<file path="src/hdl/tpfm_pkg.sv">
`timescale 1ns / 1ps
`default_nettype none

package tpfm_pkg;

    localparam int ROW_PIXELS = 8;
    localparam int IDX_W      = $clog2(ROW_PIXELS);
    localparam int CNT_W      = $clog2(ROW_PIXELS + 1);

    localparam int COLOR_W   = 2;
    localparam int PALETTE_W = 3;
    localparam int ORDER_W   = 6;

    localparam int CFG_INDEX_W = 2;
    localparam int CFG_DATA_W  = 1;

    localparam logic [CFG_INDEX_W-1:0] CFG_COLOR_MODE      = 2'd0;
    localparam logic [CFG_INDEX_W-1:0] CFG_BG_ENABLE       = 2'd1;
    localparam logic [CFG_INDEX_W-1:0] CFG_SP_ENABLE       = 2'd2;
    localparam logic [CFG_INDEX_W-1:0] CFG_SP_MASTER_PRIO  = 2'd3;

    typedef enum logic [1:0] {
        FUNC_BG_PUSH = 2'd0,
        FUNC_SP_PUSH = 2'd1,
        FUNC_EMIT    = 2'd2,
        FUNC_DISCARD = 2'd3
    } func_t;

    typedef struct packed {
        logic [COLOR_W-1:0]   color;
        logic [PALETTE_W-1:0] palette;
        logic                 prio;
    } bg_pix_t;

    typedef struct packed {
        logic [COLOR_W-1:0]   color;
        logic [PALETTE_W-1:0] palette;
        logic [ORDER_W-1:0]   order;
        logic                 prio;
    } sp_pix_t;

    typedef struct packed {
        logic [COLOR_W-1:0]   color;
        logic [PALETTE_W-1:0] palette;
        logic [ORDER_W-1:0]   order;
        logic                 prio;
        logic                 from_sprite;
    } res_pix_t;

    typedef struct packed {
        logic load_bg;
        logic merge_sp;
        logic pop_bg;
        logic pop_sp;
        logic emit;
        logic capture;
        logic accepted;
        logic underflow;
    } cmd_t;

    typedef struct packed {
        logic bg_empty;
        logic sp_empty;
    } sts_t;

endpackage

`default_nettype wire

</file>
<file path="src/hdl/tile_pixel_fifo_mixer.sv">
// Background and sprite pixel queues (eight pixels each) with a layer mixer.
// For every item, the queues update at the edge that accepts it,
// and its single result sits in the output register from the next cycle on.
// One item per cycle is sustained while results are taken as they appear; the
// one-entry output register is the only limit, so a stalled output holds the
// input back. Configuration writes take effect at once and are meant for idle
// periods.
`timescale 1ns / 1ps
`default_nettype none

module tile_pixel_fifo_mixer (
    input  wire logic                                 clk,
    input  wire logic                                 rst_n,
    input  wire logic                                 in_valid,
    output logic                                      in_ready,
    input  wire logic [1:0]                           func,
    input  wire logic [7:0]                           plane_low,
    input  wire logic [7:0]                           plane_high,
    input  wire logic                                 mirror_row,
    input  wire logic [tpfm_pkg::PALETTE_W-1:0]       row_palette,
    input  wire logic                                 row_priority,
    input  wire logic [tpfm_pkg::ORDER_W-1:0]         row_sprite_order,
    input  wire logic [tpfm_pkg::IDX_W-1:0]           skip_count,
    output logic                                      out_valid,
    input  wire logic                                 out_ready,
    output logic [tpfm_pkg::COLOR_W-1:0]              pixel_color,
    output logic [tpfm_pkg::PALETTE_W-1:0]            pixel_palette,
    output logic [tpfm_pkg::ORDER_W-1:0]              pixel_sprite_order,
    output logic                                      pixel_priority,
    output logic                                      pixel_from_sprite,
    output logic                                      accepted,
    output logic                                      underflow,
    input  wire logic                                 cfg_write_en,
    input  wire logic [tpfm_pkg::CFG_INDEX_W-1:0]     cfg_index,
    input  wire logic [tpfm_pkg::CFG_DATA_W-1:0]      cfg_data
);

    tpfm_pkg::cmd_t cmd;
    tpfm_pkg::sts_t sts;

    tpfm_ctrl u_ctrl (
        .clk       (clk),
        .rst_n     (rst_n),
        .in_valid  (in_valid),
        .in_ready  (in_ready),
        .func      (func),
        .out_valid (out_valid),
        .out_ready (out_ready),
        .sts       (sts),
        .cmd       (cmd)
    );

    tpfm_datapath u_datapath (
        .clk                (clk),
        .rst_n              (rst_n),
        .cmd                (cmd),
        .sts                (sts),
        .plane_low          (plane_low),
        .plane_high         (plane_high),
        .mirror_row         (mirror_row),
        .row_palette        (row_palette),
        .row_priority       (row_priority),
        .row_sprite_order   (row_sprite_order),
        .skip_count         (skip_count),
        .cfg_write_en       (cfg_write_en),
        .cfg_index          (cfg_index),
        .cfg_data           (cfg_data),
        .pixel_color        (pixel_color),
        .pixel_palette      (pixel_palette),
        .pixel_sprite_order (pixel_sprite_order),
        .pixel_priority     (pixel_priority),
        .pixel_from_sprite  (pixel_from_sprite),
        .accepted           (accepted),
        .underflow          (underflow)
    );

endmodule

`default_nettype wire

</file>
<file path="src/hdl/tpfm_ctrl.sv">
`timescale 1ns / 1ps
`default_nettype none

module tpfm_ctrl (
    input  wire logic          clk,
    input  wire logic          rst_n,
    input  wire logic          in_valid,
    output logic               in_ready,
    input  wire logic [1:0]    func,
    output logic               out_valid,
    input  wire logic          out_ready,
    input  wire tpfm_pkg::sts_t sts,
    output tpfm_pkg::cmd_t     cmd
);

    typedef enum logic {
        ST_EMPTY,
        ST_FULL
    } state_t;

    state_t state_reg;
    state_t state_next;
    logic   out_valid_reg;
    logic   out_valid_next;
    logic   take;
    tpfm_pkg::func_t op;

    assign op       = tpfm_pkg::func_t'(func);
    assign in_ready = (state_reg == ST_EMPTY) || out_ready;
    assign take     = in_valid && in_ready;
    assign out_valid = out_valid_reg;

    always_comb
    begin
        cmd = '0;
        cmd.capture  = take;
        cmd.accepted = 1'b1;
        if (take)
        begin
            case (op)
                tpfm_pkg::FUNC_BG_PUSH:
                begin
                    cmd.load_bg  = sts.bg_empty;
                    cmd.accepted = sts.bg_empty;
                end
                tpfm_pkg::FUNC_SP_PUSH:
                begin
                    cmd.merge_sp = 1'b1;
                end
                tpfm_pkg::FUNC_EMIT:
                begin
                    cmd.underflow = sts.bg_empty;
                    cmd.pop_bg    = !sts.bg_empty;
                    cmd.pop_sp    = !sts.bg_empty && !sts.sp_empty;
                    cmd.emit      = !sts.bg_empty;
                end
                tpfm_pkg::FUNC_DISCARD:
                begin
                    cmd.underflow = sts.bg_empty;
                    cmd.pop_bg    = !sts.bg_empty;
                end
                default:
                begin
                    cmd.accepted = 1'b1;
                end
            endcase
        end
    end

    always_comb
    begin
        state_next = state_reg;
        case (state_reg)
            ST_EMPTY:
            begin
                if (take)
                begin
                    state_next = ST_FULL;
                end
            end
            ST_FULL:
            begin
                if (take)
                begin
                    state_next = ST_FULL;
                end
                else if (out_ready)
                begin
                    state_next = ST_EMPTY;
                end
            end
            default:
            begin
                state_next = ST_EMPTY;
            end
        endcase
        out_valid_next = (state_next == ST_FULL);
    end

    always_ff @(posedge clk or negedge rst_n)
    begin
        if (!rst_n)
        begin
            state_reg     <= ST_EMPTY;
            out_valid_reg <= 1'b0;
        end
        else
        begin
            state_reg     <= state_next;
            out_valid_reg <= out_valid_next;
        end
    end

    assert property (@(posedge clk) disable iff (!rst_n)
        cmd.pop_bg |-> !sts.bg_empty)
        else $error("background pop issued on empty queue");

    assert property (@(posedge clk) disable iff (!rst_n)
        cmd.capture |=> out_valid)
        else $error("captured result not presented");

    assert property (@(posedge clk) disable iff (!rst_n)
        (cmd.load_bg || cmd.merge_sp || cmd.pop_bg) |-> cmd.capture)
        else $error("queue command without an accepted item");

endmodule

`default_nettype wire

</file>
<file path="src/hdl/tpfm_datapath.sv">
`timescale 1ns / 1ps
`default_nettype none

module tpfm_datapath (
    input  wire logic                                 clk,
    input  wire logic                                 rst_n,
    input  wire tpfm_pkg::cmd_t                       cmd,
    output tpfm_pkg::sts_t                            sts,
    input  wire logic [7:0]                           plane_low,
    input  wire logic [7:0]                           plane_high,
    input  wire logic                                 mirror_row,
    input  wire logic [tpfm_pkg::PALETTE_W-1:0]       row_palette,
    input  wire logic                                 row_priority,
    input  wire logic [tpfm_pkg::ORDER_W-1:0]         row_sprite_order,
    input  wire logic [tpfm_pkg::IDX_W-1:0]           skip_count,
    input  wire logic                                 cfg_write_en,
    input  wire logic [tpfm_pkg::CFG_INDEX_W-1:0]     cfg_index,
    input  wire logic [tpfm_pkg::CFG_DATA_W-1:0]      cfg_data,
    output logic [tpfm_pkg::COLOR_W-1:0]              pixel_color,
    output logic [tpfm_pkg::PALETTE_W-1:0]            pixel_palette,
    output logic [tpfm_pkg::ORDER_W-1:0]              pixel_sprite_order,
    output logic                                      pixel_priority,
    output logic                                      pixel_from_sprite,
    output logic                                      accepted,
    output logic                                      underflow
);

    localparam int N     = tpfm_pkg::ROW_PIXELS;
    localparam int IDX_W = tpfm_pkg::IDX_W;
    localparam int CNT_W = tpfm_pkg::CNT_W;

    logic color_mode_reg;
    logic bg_enable_reg;
    logic sp_enable_reg;
    logic sp_master_prio_reg;

    tpfm_pkg::bg_pix_t bg_q_reg  [N];
    tpfm_pkg::bg_pix_t bg_q_next [N];
    tpfm_pkg::sp_pix_t sp_q_reg  [N];
    tpfm_pkg::sp_pix_t sp_q_next [N];
    logic [CNT_W-1:0]  bg_count_reg;
    logic [CNT_W-1:0]  bg_count_next;
    logic [CNT_W-1:0]  sp_count_reg;
    logic [CNT_W-1:0]  sp_count_next;

    logic [tpfm_pkg::COLOR_W-1:0] row_color [N];
    logic [CNT_W-1:0]             skip_ext;
    logic [CNT_W-1:0]             start;
    logic [CNT_W-1:0]             offset;

    tpfm_pkg::bg_pix_t  bg_head;
    tpfm_pkg::sp_pix_t  sp_head;
    tpfm_pkg::res_pix_t bg_res;
    tpfm_pkg::res_pix_t sp_res;
    tpfm_pkg::res_pix_t mix_res;
    tpfm_pkg::res_pix_t res_reg;
    tpfm_pkg::res_pix_t res_next;
    logic               accepted_reg;
    logic               underflow_reg;

    assign sts.bg_empty = (bg_count_reg == '0);
    assign sts.sp_empty = (sp_count_reg == '0);

    // unpack one tile row, leftmost pixel first
    always_comb
    begin
        for (int i = 0; i < N; i++)
        begin
            if (mirror_row)
            begin
                row_color[i] = {plane_high[i], plane_low[i]};
            end
            else
            begin
                row_color[i] = {plane_high[N-1-i], plane_low[N-1-i]};
            end
        end
    end

    assign skip_ext = CNT_W'(skip_count);
    assign start    = (skip_ext > sp_count_reg) ? skip_ext : sp_count_reg;
    assign offset   = start - sp_count_reg;

    always_comb
    begin
        logic [CNT_W-1:0]  k;
        tpfm_pkg::sp_pix_t p;
        bg_q_next     = bg_q_reg;
        sp_q_next     = sp_q_reg;
        bg_count_next = bg_count_reg;
        sp_count_next = sp_count_reg;
        k             = '0;
        p             = '0;

        if (cmd.load_bg)
        begin
            for (int j = 0; j < N; j++)
            begin
                bg_q_next[j].color   = row_color[j];
                bg_q_next[j].palette = row_palette;
                bg_q_next[j].prio    = row_priority;
            end
            bg_count_next = CNT_W'(N);
        end
        else if (cmd.pop_bg)
        begin
            for (int j = 0; j < N - 1; j++)
            begin
                bg_q_next[j] = bg_q_reg[j+1];
            end
            bg_count_next = bg_count_reg - CNT_W'(1);
        end

        if (cmd.merge_sp)
        begin
            for (int j = 0; j < N; j++)
            begin
                p.palette = row_palette;
                p.order   = row_sprite_order;
                p.prio    = row_priority;
                if (CNT_W'(j) < sp_count_reg)
                begin
                    // merge into an occupied slot
                    p.color = row_color[j];
                    if (CNT_W'(j) >= skip_ext && p.color != '0 &&
                        (sp_q_reg[j].color == '0 ||
                         (color_mode_reg && p.order < sp_q_reg[j].order)))
                    begin
                        sp_q_next[j] = p;
                    end
                end
                else
                begin
                    // append past the tail
                    k = CNT_W'(j) + offset;
                    p.color = row_color[k[IDX_W-1:0]];
                    if (k < CNT_W'(N))
                    begin
                        sp_q_next[j] = p;
                    end
                end
            end
            sp_count_next = sp_count_reg + (CNT_W'(N) - start);
        end
        else if (cmd.pop_sp)
        begin
            for (int j = 0; j < N - 1; j++)
            begin
                sp_q_next[j] = sp_q_reg[j+1];
            end
            sp_count_next = sp_count_reg - CNT_W'(1);
        end
    end

    // mix the two queue heads
    assign bg_head = bg_q_reg[0];
    assign sp_head = sts.sp_empty ? '0 : sp_q_reg[0];

    always_comb
    begin
        logic bg_on;
        logic sp_on;
        bg_res.color       = bg_head.color;
        bg_res.palette     = bg_head.palette;
        bg_res.order       = '0;
        bg_res.prio        = bg_head.prio;
        bg_res.from_sprite = 1'b0;
        sp_res.color       = sp_head.color;
        sp_res.palette     = sp_head.palette;
        sp_res.order       = sp_head.order;
        sp_res.prio        = sp_head.prio;
        sp_res.from_sprite = 1'b1;
        bg_on = color_mode_reg || bg_enable_reg;
        sp_on = sp_enable_reg;
        mix_res = '0;
        if (bg_on && !sp_on)
        begin
            mix_res = bg_res;
        end
        else if (!bg_on && sp_on)
        begin
            mix_res = (sp_head.color == '0) ? '0 : sp_res;
        end
        else if (!bg_on && !sp_on)
        begin
            mix_res = '0;
        end
        else if (bg_head.color == '0 && sp_head.color != '0)
        begin
            mix_res = sp_res;
        end
        else if (sp_head.color == '0)
        begin
            mix_res = bg_res;
        end
        else if (color_mode_reg)
        begin
            if (sp_master_prio_reg || (!bg_head.prio && !sp_head.prio))
            begin
                mix_res = sp_res;
            end
            else
            begin
                mix_res = bg_res;
            end
        end
        else
        begin
            mix_res = sp_head.prio ? bg_res : sp_res;
        end
    end

    assign res_next = cmd.emit ? mix_res : '0;

    always_ff @(posedge clk or negedge rst_n)
    begin
        if (!rst_n)
        begin
            color_mode_reg     <= 1'b0;
            bg_enable_reg      <= 1'b1;
            sp_enable_reg      <= 1'b0;
            sp_master_prio_reg <= 1'b1;
            bg_count_reg       <= '0;
            sp_count_reg       <= '0;
        end
        else
        begin
            if (cfg_write_en)
            begin
                case (cfg_index)
                    tpfm_pkg::CFG_COLOR_MODE:     color_mode_reg     <= cfg_data[0];
                    tpfm_pkg::CFG_BG_ENABLE:      bg_enable_reg      <= cfg_data[0];
                    tpfm_pkg::CFG_SP_ENABLE:      sp_enable_reg      <= cfg_data[0];
                    tpfm_pkg::CFG_SP_MASTER_PRIO: sp_master_prio_reg <= cfg_data[0];
                    default:                      color_mode_reg     <= color_mode_reg;
                endcase
            end
            bg_count_reg <= bg_count_next;
            sp_count_reg <= sp_count_next;
        end
    end

    always_ff @(posedge clk)
    begin
        bg_q_reg <= bg_q_next;
        sp_q_reg <= sp_q_next;
        if (cmd.capture)
        begin
            res_reg       <= res_next;
            accepted_reg  <= cmd.accepted;
            underflow_reg <= cmd.underflow;
        end
    end

    assign pixel_color        = res_reg.color;
    assign pixel_palette      = res_reg.palette;
    assign pixel_sprite_order = res_reg.order;
    assign pixel_priority     = res_reg.prio;
    assign pixel_from_sprite  = res_reg.from_sprite;
    assign accepted           = accepted_reg;
    assign underflow          = underflow_reg;

    assert property (@(posedge clk) disable iff (!rst_n)
        (bg_count_reg <= CNT_W'(N)) && (sp_count_reg <= CNT_W'(N)))
        else $error("queue count out of range");

    assert property (@(posedge clk) disable iff (!rst_n)
        cmd.load_bg |=> (bg_count_reg == CNT_W'(N)))
        else $error("background load did not fill the queue");

    assert property (@(posedge clk) disable iff (!rst_n)
        cmd.pop_sp |=> (sp_count_reg == $past(sp_count_reg) - CNT_W'(1)))
        else $error("sprite pop did not advance the queue");

endmodule

`default_nettype wire

</file>
<file path="config.mk">
export PLATFORM = sky130hd
export DESIGN_NAME = tile_pixel_fifo_mixer
export DESIGN_NICKNAME = d
export VERILOG_FILES = /design/src/hdl/tpfm_pkg.sv /design/src/hdl/tile_pixel_fifo_mixer.sv /design/src/hdl/tpfm_ctrl.sv /design/src/hdl/tpfm_datapath.sv
export SDC_FILE = /design/constraint.sdc
export NUM_CORES = 1
export LEC_CHECK = 0
export BUFFER_PORTS_ARGS = -buffer_cell sky130_fd_sc_hd__buf_2
export CORE_MARGIN = 2
export CORE_UTILIZATION = 50
export CTS_CLUSTER_DIAMETER = 40
export DETAILED_ROUTE_END_ITERATION = 7
export PLACE_DENSITY = 0.7
export SYNTH_ARGS = -nofsm -noshare
export SYNTH_HDL_FRONTEND = slang
export SYNTH_SLANG_ARGS = --single-unit
</file>
<file path="constraint.sdc">
create_clock -name clk -period 4.3 [get_ports clk]
set_input_delay 1.29 -clock clk [delete_from_list [all_inputs] [get_ports clk]]
set_output_delay 1.29 -clock clk [all_outputs]
set_load 0.02 [all_outputs]
</file>
==> flow_summary_export.csv, run 1 <==
group,metric,value,unit
outcome,status,"finished with violations",
outcome,violations,"setup timing",
logic_synthesis,yosysWarnings,0,
critical_path,crit_fanout,7,
timing,finalHoldViolCount,0,
finish,final_cell_mix,"edfxtp_1 (159), a21o_1 (111), inv_1 (56), buf_2 (54), buf_4 (54)",
finish,area_growth,20.24,%
route,antenna_left,0,
timing,slew_headroom,0.3183,
pwr,power_density,797.1,nW/um^2
finish,largest_reg_flops,96,
logic_synthesis,synth_compound_area_frac,0.1666,
finish,diodes,0,
route,wl_per_cell,20.23,microns
timing,holdWs,0.4998,ns
timing,finClkSkew,0.01155,ns
critical_path,reg2reg_from,"u_datapath.sp_count_reg[1]",
timing,timing.final.crit_share,1.062,
clock_network,clockRootBuffer,"clkbuf_16",
pwr,max-vdd-ir-drop,0.0005625,V
logic_synthesis,avgSynthCellArea,12.23,sq um
worst_hold_path,worstHoldEndpoint,"u_datapath.bg_count_reg[2]",
timing,rsz0062_at_grt,"yes",
logic_synthesis,synth_top_family_by_area,"compound AO/OA/AOI/OAI gates",
flow_run,max_cap_viol_count,0,
floorplan,ios,57,
placed_design,io_buffers,56,
logic_synthesis,synthesis.nets,956,
floorplan,die_w,148.8,microns
route,drtIter0Drc,698,
clock_network,cts_buffers,17,
logic_synthesis,yosys.area_share.simple,0.07010,
route,viasPerCell,6.012,
timing,setup_slack,-0.2678,ns
finish,final_common_cell,"edfxtp_1",
clock_network,clkLatencyLatePin,0.43,ns
critical_path,crit_path_start_kind,"input pin",
floorplan,start_util,0.5129,
logic_synthesis,yosysSeqAreaShare,0.4870,
worst_hold_path,hold_path_class,"flop to flop",
floorplan,core,20430,sq um
route,vias,7371,
global_routing,grt_pass1_wl,38780,microns
clock_network,clock-sinks,172,
global_routing,grt_pass1_vias,7049,
placed_design,hpwl,17220,microns
critical_path,critical_path.endpoint_type,"flop",
logic_synthesis,yosysUniqueCellTypes,63,
critical_path,cp_top_family,"multiplexers",
route,drc,0,
global_routing,antenna_found_initial,0,
critical_path,reg2regPathDepth,11,
route,wl,24800,microns
finish,final_nets,1042,
logic_synthesis,synth_edf_count,159,
critical_path,slowest_delay,0.52,ns
logic_synthesis,ys_ff_latch,172,
floorplan,die_h,148.8,microns
finish,drive_above_1_share,0.3065,
logic_synthesis,syn_inst,857,
critical_path,crit_arrival,4.75,ns
global_routing,grt_overflow,0,
timing,worst_pin_slew,1.012,ns
timing,setup_viol,11,
global_routing,grt_max_degree,58,
clock_network,clk_pin_slew_worst_paths,0.07,ns
timing,slew_violations,0,
route,first_pass_iters,5,
logic_synthesis,synthArstFlopShare,0.07558,
worst_hold_path,holdPathStages,1,
critical_path,worstPathRequired,4.48,ns
critical_path,slowest_stage,"mux4_2",
timing,fin_crit,4.568,ns
clock_network,cts_hold_buf,0,
logic_synthesis,synth.area.mux_share,0.1441,
critical_path,reg2reg_to,"u_datapath.sp_q_reg[10]",
clock_network,cts_tree,"done",
global_routing,track_usage,0.2302,
clock_network,cts.path.max_buffers,2,
logic_synthesis,synth-xor-area-share,0.006687,
placed_design,place_congestion,0.9519,
timing,final.setup.tns,-1.459,ns
critical_path,cp_num_buf_inv,1,
clock_network,htreeDepth,4,
logic_synthesis,netlist_area,10480,sq um
worst_hold_path,hold_start,"u_datapath.bg_count_reg[2]",
floorplan,fp-row-count,52,
placed_design,place_ws,-0.8158,ns
pwr,p_leak,5.318,nW
critical_path,cp-startpoint,"skip_count[1]",
critical_path,r2r_slack,0.21,ns
floorplan,dieArea,22130,sq um
logic_synthesis,synth_flop_cell,"edfxtp_1",
logic_synthesis,synth_fa_ha_area_frac,0.07189,
timing,max_freq,218.9,MHz
critical_path,worstPathCellList,"buf_6, ha_4, a21o_1, a21oi_2, a311oi_4, mux2i_1, ha_2, fa_2, ha_4, mux4_2, mux4_2, mux2_4",
critical_path,critPathKind,"input pin to flop",
==> layer usage <==
metal	part of all wire	wire [microns]	vias up	global-route usage
met5	0	0	-	0
met4	0.014	337	0	0.06190
li1	-	-	3427	-
met2	0.46	11510	291	0.3553
met3	0.078	1946	28	0.05382
met1	0.44	11000	3625	0.3311
==> cells by family after synthesis <==
family	count (synthesis)
AOI/OAI and AO/OA	255
xor gates and xnor gates	8
adders and majority gates	59
buffers and inverters	132
DFF	172
muxes	88
and+or+nand+nor	143
==> synthesized netlist by cell type, drive strengths merged (23+ instances only) <==
cell	number	area, sq um
ha	57	713.2
mux4	48	1081
o21ai	44	220.2
a21o	111	833.3
clkbuf	48	180.2
a21oi	30	150.1
buf	23	147.6
inv	60	230.2
nor2	26	97.59
edfxtp	159	4775
mux2	23	259.0
nand2	37	138.9
==> cell type report <==
cell class	instances	area, sq um
well taps	270	337.8
multi-input cells	553	5164
clock inverters	14	136.4
fillers	1586	7831
inverters	61	234.0
flip-flops and latches	172	5102
repair buffers	138	1195
clock buffers	18	429.2
==> worst max-delay path by stage <==
stage                                    to  depth (start not counted)
floorplan           u_datapath.sp_q_reg[10]                         12
global placement    u_datapath.sp_q_reg[10]                         13
detailed placement  u_datapath.sp_q_reg[10]                         13
CTS                 u_datapath.sp_q_reg[10]                         12
global route        u_datapath.sp_q_reg[10]                         12
finish              u_datapath.sp_q_reg[10]                         12
==> stage by stage <==
step                        util  instances  total power, mW  cell area [sq um]
final                     0.6167       1226            10.04              12600
after global routing      0.6167       1226            10.51              12600
after CTS                 0.6062       1219            9.517              12380
after detailed placement  0.5584       1164            7.358              11410
after global placement    0.5584       1164            7.272              11410
after floorplan                -        857            5.922              10650
==> where the power goes <==
part           leakage, nW  internal [mW]  switching [mW]  total [mW]
registers             1.62           2.05          0.0847        2.14
logic                 3.42           3.56            2.85        6.42
clock network        0.276          0.812           0.677        1.49
total                 5.32           6.43            3.61        10.0
==> what timing repair did <==
| item | in CTS | in global routing |
|---|---|---|
| pin swaps | 18 | 17 |
| setup endpoints to repair | 58 | 100 |
| buffers inserted | 23 | 7 |
| gates resized for setup | 47 | 26 |
| gates cloned | 2 | 3 |
No activity file was read; power rests on OpenSTA's default activity.
==> run 2, diff against run 1 <==
- MAX_ROUTING_LAYER: not set -> met4
==> run 2 against run 1 <==
Against the previous run:
- the run still ends with setup timing left
- hold slack worse by 0.013 ns
- sequential power about the same
- via count about the same
- global-route usage increased by 1.7 points
- critical path type unchanged
- clock-buffer cell count is 1 higher
- core utilization fell by 1.9 points
- clock skew rose by 0.0035 ns
- sequential share of layout area is 1.3 points higher
==> flow_summary_export.csv, run 2 (same netlist as run 1, synthesis figures left out) <==
group,metric,value,unit
critical_path,slowest_delay,0.53,ns
timing,holdWs,0.4872,ns
timing,max_freq,218.5,MHz
timing,setup_viol,34,
clock_network,clk_pin_slew_worst_paths,0.07,ns
flow_run,max_cap_viol_count,0,
route,antenna_left,0,
clock_network,cts_hold_buf,0,
critical_path,cp_num_buf_inv,1,
clock_network,cts_tree,"done",
finish,fillerInstances,1678,
pwr,power_density,764.3,nW/um^2
timing,fin_crit,4.576,ns
timing,finClkSkew,0.01509,ns
clock_network,clock-sinks,172,
worst_hold_path,hold_path_class,"flop to flop",
floorplan,die_w,148.8,microns
critical_path,critPathKind,"input pin to flop",
floorplan,ios,57,
pwr,p_leak,5.163,nW
clock_network,cts.path.max_buffers,2,
global_routing,antenna_found_initial,0,
finish,final_cell_mix,"edfxtp_1 (159), a21o_1 (111), inv_1 (58), buf_2 (55), buf_4 (52)",
clock_network,clockRootBuffer,"clkbuf_16",
worst_hold_path,hold_start,"u_datapath.bg_count_reg[2]",
floorplan,die_h,148.8,microns
finish,final_common_cell,"edfxtp_1",
global_routing,grt_pass1_vias,7113,
global_routing,grt_pass1_wl,40120,microns
floorplan,start_util,0.5129,
critical_path,crit_arrival,4.76,ns
finish,largest_reg_flops,96,
global_routing,grt_overflow,0,
critical_path,cp_top_family,"multiplexers",
timing,worst_pin_slew,0.9633,ns
placed_design,placed_area,11410,sq um
route,vias,7376,
pwr,max-vdd-ir-drop,0.0006272,V
timing,finalHoldViolCount,0,
outcome,status,"finished with violations",
finish,final_nets,1024,
critical_path,worstPathRequired,4.48,ns
critical_path,crit_fanout,8,
critical_path,cp-startpoint,"skip_count[1]",
clock_network,clkLatencyLatePin,0.44,ns
finish,diodes,0,
global_routing,track_usage,0.2468,
placed_design,io_buffers,56,
timing,rsz0062_at_grt,"yes",
timing,slew_headroom,0.3510,
timing,setup_slack,-0.2760,ns
floorplan,core,20430,sq um
route,wl_per_cell,21.06,microns
finish,multiInputGateArea,5051,sq um
route,first_pass_iters,5,
timing,slew_violations,0,
finish,final_area,12220,sq um
finish,area_growth,16.59,%
placed_design,hpwl,18080,microns
route,drtIter0Drc,669,
critical_path,reg2reg_from,"u_datapath.sp_count_reg[1]",
pwr,power.total,9.337,mW
route,wl,25440,microns
global_routing,grt_max_degree,49,
clock_network,cts_buffers,17,
critical_path,slowest_stage,"mux4_2",
placed_design,place_congestion,0.9285,
timing,timing.final.crit_share,1.064,
floorplan,dieArea,22130,sq um
clock_network,htreeDepth,4,
critical_path,crit_path_start_kind,"input pin",
critical_path,worstPathCellList,"buf_6, ha_4, a21o_1, a21oi_2, a311oi_4, mux2i_1, ha_2, fa_2, ha_4, mux4_2, mux4_2, mux2_4",
finish,seq_area,5102,sq um
route,drc,0,
route,viasPerCell,6.106,
finish,drive_above_1_share,0.2804,
critical_path,critical_path.endpoint_type,"flop",
outcome,violations,"setup timing",
placed_design,place_ws,-0.8012,ns
floorplan,fp-row-count,52,
## run 2: cell types whose count changed in the layout (fill, tap and decap cells not counted), sizes merged
| cell | before | now |
|---|---|---|
| bufinv | 1 | 2 |
| buf | 135 | 119 |
| clkinvlp | 1 | 2 |
| clkinv | 7 | 4 |
| clkbuf | 21 | 20 |
## run 2: worst paths after layout
check	end	slack [ns]	cells past startpoint
worst min register to register	u_datapath.bg_count_reg[2]	0.49	1
worst max-delay path	u_datapath.sp_q_reg[10]	-0.28	12
worst max register to register	u_datapath.sp_q_reg[10]	0.16	11
max in group asynchronous	u_datapath.bg_enable_reg	3.27	1
worst min-delay path	u_datapath.bg_count_reg[2]	0.49	1
min in group asynchronous	u_datapath.bg_count_reg[0]	0.73	1
## run 2: worst reg2reg max path, delay by kind of cell, from the launching register on
family | cells | cell delay, ns
AOI/OAI and AO/OA | 1 | 0.35
adders and majority gates | 4 | 1.30
buffers and inverters | 2 | 0.29
DFF | 1 | 0.38
muxes | 4 | 1.57
## run 2: what timing repair did
item	in CTS	in global routing
setup endpoints to repair	49	112
cloned	0	1
pin swaps	8	8
setup buffers	9	3
resized for setup	14	16
endpoints found under the hold margin	0	0
## run 2: final cells by class
type	count	share of cell area
Multi-Input combinational cell	553	0.4135
Inverter	61	0.01915
Clock inverter	13	0.01250
Clock buffer	19	0.03544
Sequential cell	172	0.4177
Tap cell	270	0.02766
Timing Repair Buffer	120	0.07405
## run 2: stage by stage
step | instances | util | setup TNS [ns]
2_1_floorplan | 857 | - | -12.95
3_3_place_gp | 1164 | 0.5584 | -45.60
3_5_place_dp | 1164 | 0.5584 | -50.54
4_1_cts | 1204 | 0.5929 | -3.611
5_1_grt | 1208 | 0.5979 | -11.47
6_report | 1208 | 0.5979 | -3.813
## run 2: routing by layer
layer | vias to the layer above | routed length [microns] | track usage
met4 | 0 | 417 | 0.05952
met1 | 3684 | 11390 | 0.3444
met5 | - | 0 | -
met2 | 269 | 11930 | 0.3743
li1 | 3386 | - | -
met3 | 37 | 1699 | 0.05352
## run 2: report_power, final
group,switching [mW],leakage [nW],total (mW),internal [mW]
Combinational,2.57,3.26,5.66,3.08
Clock,0.677,0.281,1.55,0.869
Sequential,0.0833,1.62,2.14,2.05
Total,3.33,5.16,9.34,6.00
